**src/hdl/sket_pkg.sv**
```systemverilog
// ----------------------------------------------------------------------------
// sket_pkg
// Shared types and constants for the skyline edge table.
// ----------------------------------------------------------------------------
package sket_pkg;

    localparam int MAX_EDGES_DEF   = 64;
    localparam int COORD_BITS_DEF  = 32;
    localparam int HEIGHT_BITS_DEF = 16;
    localparam int INDEX_BITS      = 6;

    typedef enum logic [1:0] {
        MODE_ADD   = 2'd0,
        MODE_READ  = 2'd1,
        MODE_CLEAR = 2'd2,
        MODE_NONE  = 2'd3
    } t_mode;

    typedef enum logic [1:0] {
        ST_OK    = 2'd0,
        ST_EMPTY = 2'd1,
        ST_FULL  = 2'd2,
        ST_RANGE = 2'd3
    } t_status;

    typedef enum logic [1:0] {
        S_IDLE,
        S_RDWAIT,
        S_SCAN,
        S_DONE
    } t_state;

    // controller -> datapath
    typedef struct packed {
        logic load;
        logic rdwait;
        logic step;
        logic finish;
    } t_cmd;

    // datapath -> controller
    typedef struct packed {
        logic add_go;
        logic scan_end;
    } t_stat;

endpackage

```
**src/hdl/sket_ctrl.sv**
```systemverilog
// ----------------------------------------------------------------------------
// sket_ctrl
// Sequencer: accept, memory read wait, merge scan, result hand-off.
// ----------------------------------------------------------------------------
module sket_ctrl (
    input  logic           i_clk,
    input  logic           i_rst_n,
    input  logic           i_in_valid,
    output logic           o_in_ready,
    input  logic           i_out_free,
    input  sket_pkg::t_stat i_stat,
    output sket_pkg::t_cmd  o_cmd
);

    sket_pkg::t_state r_state;
    sket_pkg::t_state n_state;

    always_ff @(posedge i_clk) begin
        if (!i_rst_n) begin
            r_state <= sket_pkg::S_IDLE;
        end else begin
            r_state <= n_state;
        end
    end

    always_comb begin
        n_state = r_state;
        unique case (r_state)
            sket_pkg::S_IDLE: begin
                if (i_in_valid) begin
                    n_state = sket_pkg::S_RDWAIT;
                end
            end
            sket_pkg::S_RDWAIT: begin
                n_state = i_stat.add_go ? sket_pkg::S_SCAN : sket_pkg::S_DONE;
            end
            sket_pkg::S_SCAN: begin
                if (i_stat.scan_end) begin
                    n_state = sket_pkg::S_DONE;
                end
            end
            sket_pkg::S_DONE: begin
                if (i_out_free) begin
                    n_state = sket_pkg::S_IDLE;
                end
            end
            default: n_state = sket_pkg::S_IDLE;
        endcase
    end

    always_comb begin
        o_in_ready    = 1'b0;
        o_cmd         = '0;
        unique case (r_state)
            sket_pkg::S_IDLE: begin
                o_in_ready = 1'b1;
                o_cmd.load = i_in_valid;
            end
            sket_pkg::S_RDWAIT: o_cmd.rdwait = 1'b1;
            sket_pkg::S_SCAN:   o_cmd.step   = !i_stat.scan_end;
            sket_pkg::S_DONE:   o_cmd.finish = i_out_free;
            default: o_cmd = '0;
        endcase
    end

    // only one command at a time
    a_cmd_onehot: assert property (@(posedge i_clk) disable iff (!i_rst_n)
        $onehot0(o_cmd)) else $error("sket_ctrl: overlapping commands");
    // a load always leads to the read wait
    a_load_next: assert property (@(posedge i_clk) disable iff (!i_rst_n)
        o_cmd.load |=> o_cmd.rdwait) else $error("sket_ctrl: load not followed by read");
    // finish leaves the block ready for the next item
    a_finish_idle: assert property (@(posedge i_clk) disable iff (!i_rst_n)
        o_cmd.finish |=> o_in_ready) else $error("sket_ctrl: not idle after finish");

endmodule

```
**config.mk**
```make
export PLATFORM = sky130hd
export DESIGN_NAME = sket_ctrl
export DESIGN_NICKNAME = d
export VERILOG_FILES = /design/src/hdl/sket_pkg.sv /design/src/hdl/sket_ctrl.sv
export SDC_FILE = /design/constraint.sdc
export NUM_CORES = 1
export LEC_CHECK = 0
export BUFFER_PORTS_ARGS = -buffer_cell sky130_fd_sc_hd__buf_2
export CORE_AREA = 2 2 39 41
export DETAILED_ROUTE_END_ITERATION = 8
export DIE_AREA = 0 0 41 43
export HOLD_SLACK_MARGIN = 0.08
export PLACE_DENSITY = 0.33
export SYNTH_ARGS = -nofsm -noshare
export SYNTH_HDL_FRONTEND = slang
export SYNTH_SLANG_ARGS = --single-unit
```
**constraint.sdc**
```tcl
create_clock -name i_clk -period 1.55 [get_ports i_clk]
set_input_delay 0.31 -clock i_clk [delete_from_list [all_inputs] [get_ports i_clk]]
set_output_delay 0.31 -clock i_clk [all_outputs]
set_load 0.01 [all_outputs]
```
==> flow_metrics.py <==
metrics = {
    "placed_design": {
        "dp.final_hpwl_um": 402,
        "port_buffer_count": 10,
        "gp_congestion": 0.6512,
        "detailedPlace.worstSlack_ps": 86.40,
    },
    "finish": {
        "area.sequential_um2": 41.29,
        "reg.largest.list": "r_state: 2 flops",
        "area_of_combinational_cells_with_multiple_inputs_um2": 152.6,
        "fillerInstances": 161,
        "drive_above_1_share_pct": 50.00,
        "largest_register_ffs": 2,
        "n_antenna_cell": 0,
        "top_register_by_number_of_flip_flops": "r_state",
        "nNetsFinal": 48,
        "area_growth_syn_to_layout_pct": 50.61,
    },
    "hold_path": {
        "hold_end": "r_state[0]$_SDFFE_PN0P_",
        "min_path_type": "in2reg",
        "worstHoldPathCells": 2,
        "worst_hold_startpoint": "i_rst_n",
    },
    "global_route": {
        "vias_in_the_first_global_route": 204,
        "global_route.usage.total_pct": 7.415,
        "grt_start_max_net_pins": 6,
        "grt_pass1_wl_um": 828,
        "grt-ovfl-total": 0,
        "antenna_violations_before_repair": 0,
    },
    "sta": {
        "timing.final.hold_violations": 0,
        "setup_total_negative_slack_ps": 0,
        "layout_setup_ws_ps": 70.77,
        "finalWorstPathRequiredPeriod_ps": 1479,
        "final-max-slew-violation-count": 0,
        "fin_crit_sh_pct": 95.43,
        "fmax_mhz": 676.0,
        "timing.final.setup_violations": 0,
        "tightestPinTransition_ps": 313.6,
        "skew_ps": 4.962,
        "relSlewSlack_pct": 79.09,
        "setup_repair_after_global_routing_missed_its_margin": "no",
    },
    "setup_path": {
        "timing.critical_path.from_type": "flop",
        "worst_r2r_startpoint": "r_state[1]$_SDFFE_PN0P_",
        "crit_required_ps": 1240,
        "crit-reg2reg-capture": "r_state[0]$_SDFFE_PN0P_",
        "worst-r2r-setup-slack_ps": 210,
        "cp-end-kind": "output port",
        "timing_worst_setup_path_type": "reg2out",
        "r2r.worst_path.cells": 5,
        "critPathArrivalTime_ps": 1170,
        "biggest_fanout_along_the_worst_timing_path": 5,
    },
    "floorplanning": {
        "chipWidth_um": 41,
        "core.rowCount": 14,
        "dieArea_um2": 1763,
        "floorplan.core_area_um2": 1384,
        "die_y_um": 43,
        "initial_utilization_pct": 14.83,
        "boundaryPins": 11,
    },
    "power": {
        "max-vdd-ir-drop_v": 0.0006837,
        "power_leakage_nw": 0.1562,
        "power_density_nw_per_um2": 1745,
    },
    "flow_run": {
        "drv_cap": 0,
    },
    "synth": {
        "ffs_latches_synth": 2,
        "gate_count_post_synth": 22,
        "synthDistinctLibCells": 13,
        "syn-cell-area_um2": 205.2,
        "mappedNetlistNets": 32,
        "yosysWarnings": 0,
        "synth-seq-area-share_pct": 19.51,
        "postSynthAreaPerCell_um2": 9.327,
    },
    "detailed_routing": {
        "drt_iter0_drc": 2,
        "drt-wirelength-per-cell_um": 9.058,
        "drt_pre_antenna_iters": 3,
        "drt.antenna.violating_nets": 0,
        "drc": 0,
        "routed_wl_um": 471,
        "dr_total_vias": 201,
        "post_drt_via_cell_ratio": 3.865,
    },
    "clock_tree": {
        "cts_buffers": 3,
        "insertion_delay_ps": 220,
        "cts_root_buffer": "clkbuf_4",
        "tritoncts_num_sinks": 2,
        "cts_max_level": 1,
        "clock_tree_from_tritoncts": "yes",
        "cts.clk_slew.worst_paths_ps": 30,
        "cts_post_setup_buffers_inserted": 0,
        "cts_buffer_depth": 2,
    },
    "status": {
        "run_status": "completed",
    },
}
==> area by class of cell <==
type                    instances  area share (%)
flip-flops and latches          2           13.36
repair buffers                 11           18.62
inverters                       4           4.858
multi-input cells              16           49.39
well taps                      16           6.478
clock buffers                   3           7.287
==> cells in the mapped netlist <==
library cell / n / area [um2]
a2111o_1: 1 / 11.26
a221oi_2: 1 / 15.01
and2_1: 2 / 12.51
dfxtp_1: 2 / 40.04
ha_1: 4 / 50.05
inv_1: 4 / 15.01
mux2i_1: 1 / 10.01
nand2_1: 2 / 7.510
nand2b_1: 1 / 6.260
nor2b_1: 1 / 6.260
nor2b_4: 1 / 13.76
o2111a_1: 1 / 11.26
or3_1: 1 / 6.260
==> metal layers <==
layer / global-route usage (%) / vias to the layer above / wire (um) / part of all wire (%)
li1: - / 104 / - / -
met3: 4.712 / 0 / 42 / 8.9
met1: 7.987 / 89 / 201 / 43
met2: 9.688 / 8 / 226 / 48
met5: 0 / - / 0 / 0
met4: 6.000 / 0 / 0 / 0
==> worst max-delay path, stage by stage, from the launching register on <==
cell and delay (ps):
dfxtp_1 300, buf_4 150, ha_1 230, and2_1 140
buf_2 130
==> worst max path at each step <==
| stage | from | endpoint | slack, ps | depth (start not counted) |
|---|---|---|---|---|
| 2_1_floorplan | r_state[0]$_SDFFE_PN0P_ | r_state[0]$_SDFFE_PN0P_ | 100 | 5 |
| 3_3_place_gp | r_state[1]$_SDFFE_PN0P_ | r_state[0]$_SDFFE_PN0P_ | 100 | 5 |
| 3_5_place_dp | r_state[1]$_SDFFE_PN0P_ | r_state[0]$_SDFFE_PN0P_ | 90 | 5 |
| 4_1_cts | r_state[1]$_SDFFE_PN0P_ | o_cmd[3] | 4 | 4 |
| 5_1_grt | r_state[0]$_SDFFE_PN0P_ | o_cmd[0] | 0.4 | 4 |
| 6_report | r_state[0]$_SDFFE_PN0P_ | o_cmd[0] | 70 | 4 |
==> power by group <==
group / switching [W] / internal [W] / total [W]
registers: 0.0000237 / 0.0000802 / 0.000104
logic: 0.000156 / 0.000164 / 0.000320
clock network: 0.0000294 / 0.0000854 / 0.000115
==> kinds of logic (layout without fill, tap and decap cells) <==
logic type                 count (synthesis)  in the layout  share of synthesized area (%)
buffers and inverters                      4             18                          7.315
DFF                                        2              2                          19.51
muxes                                      1              1                          4.878
and+or+nand+nor                            8              8                          25.61
AOI/OAI and AO/OA                          3              3                          18.29
adders and majority gates                  4              4                          24.39
==> layout by cell type (no fill, tap or decap), types with 2 or more instances in the layout <==
cell | synthesis | routed
ha_1 | 4 | 3
clkbuf_4 | 0 | 3
and2_1 | 2 | 2
nand2_1 | 2 | 2
inv_1 | 4 | 4
buf_2 | 0 | 10
==> timing repair <==
item | in CTS | in global routing
gates resized for setup | 0 | 2
setup endpoints to repair | 0 | 2
hold buffers | 0 | 0
==> through the flow <==
step                power [W]  hold slack (ps)  instance area [um2]  instances  util, %
global route        0.0006036            360.0                309.0         52    22.33
CTS                 0.0005434            351.8                305.3         52    22.06
finish              0.0005392            357.9                309.0         52    22.33
global placement    0.0004185            516.4                282.8         49    20.43
detailed placement  0.0004194            528.0                282.8         49    20.43
floorplan           0.0003159            449.6                205.2         22        -
No activity file was read; power rests on OpenSTA's default activity.
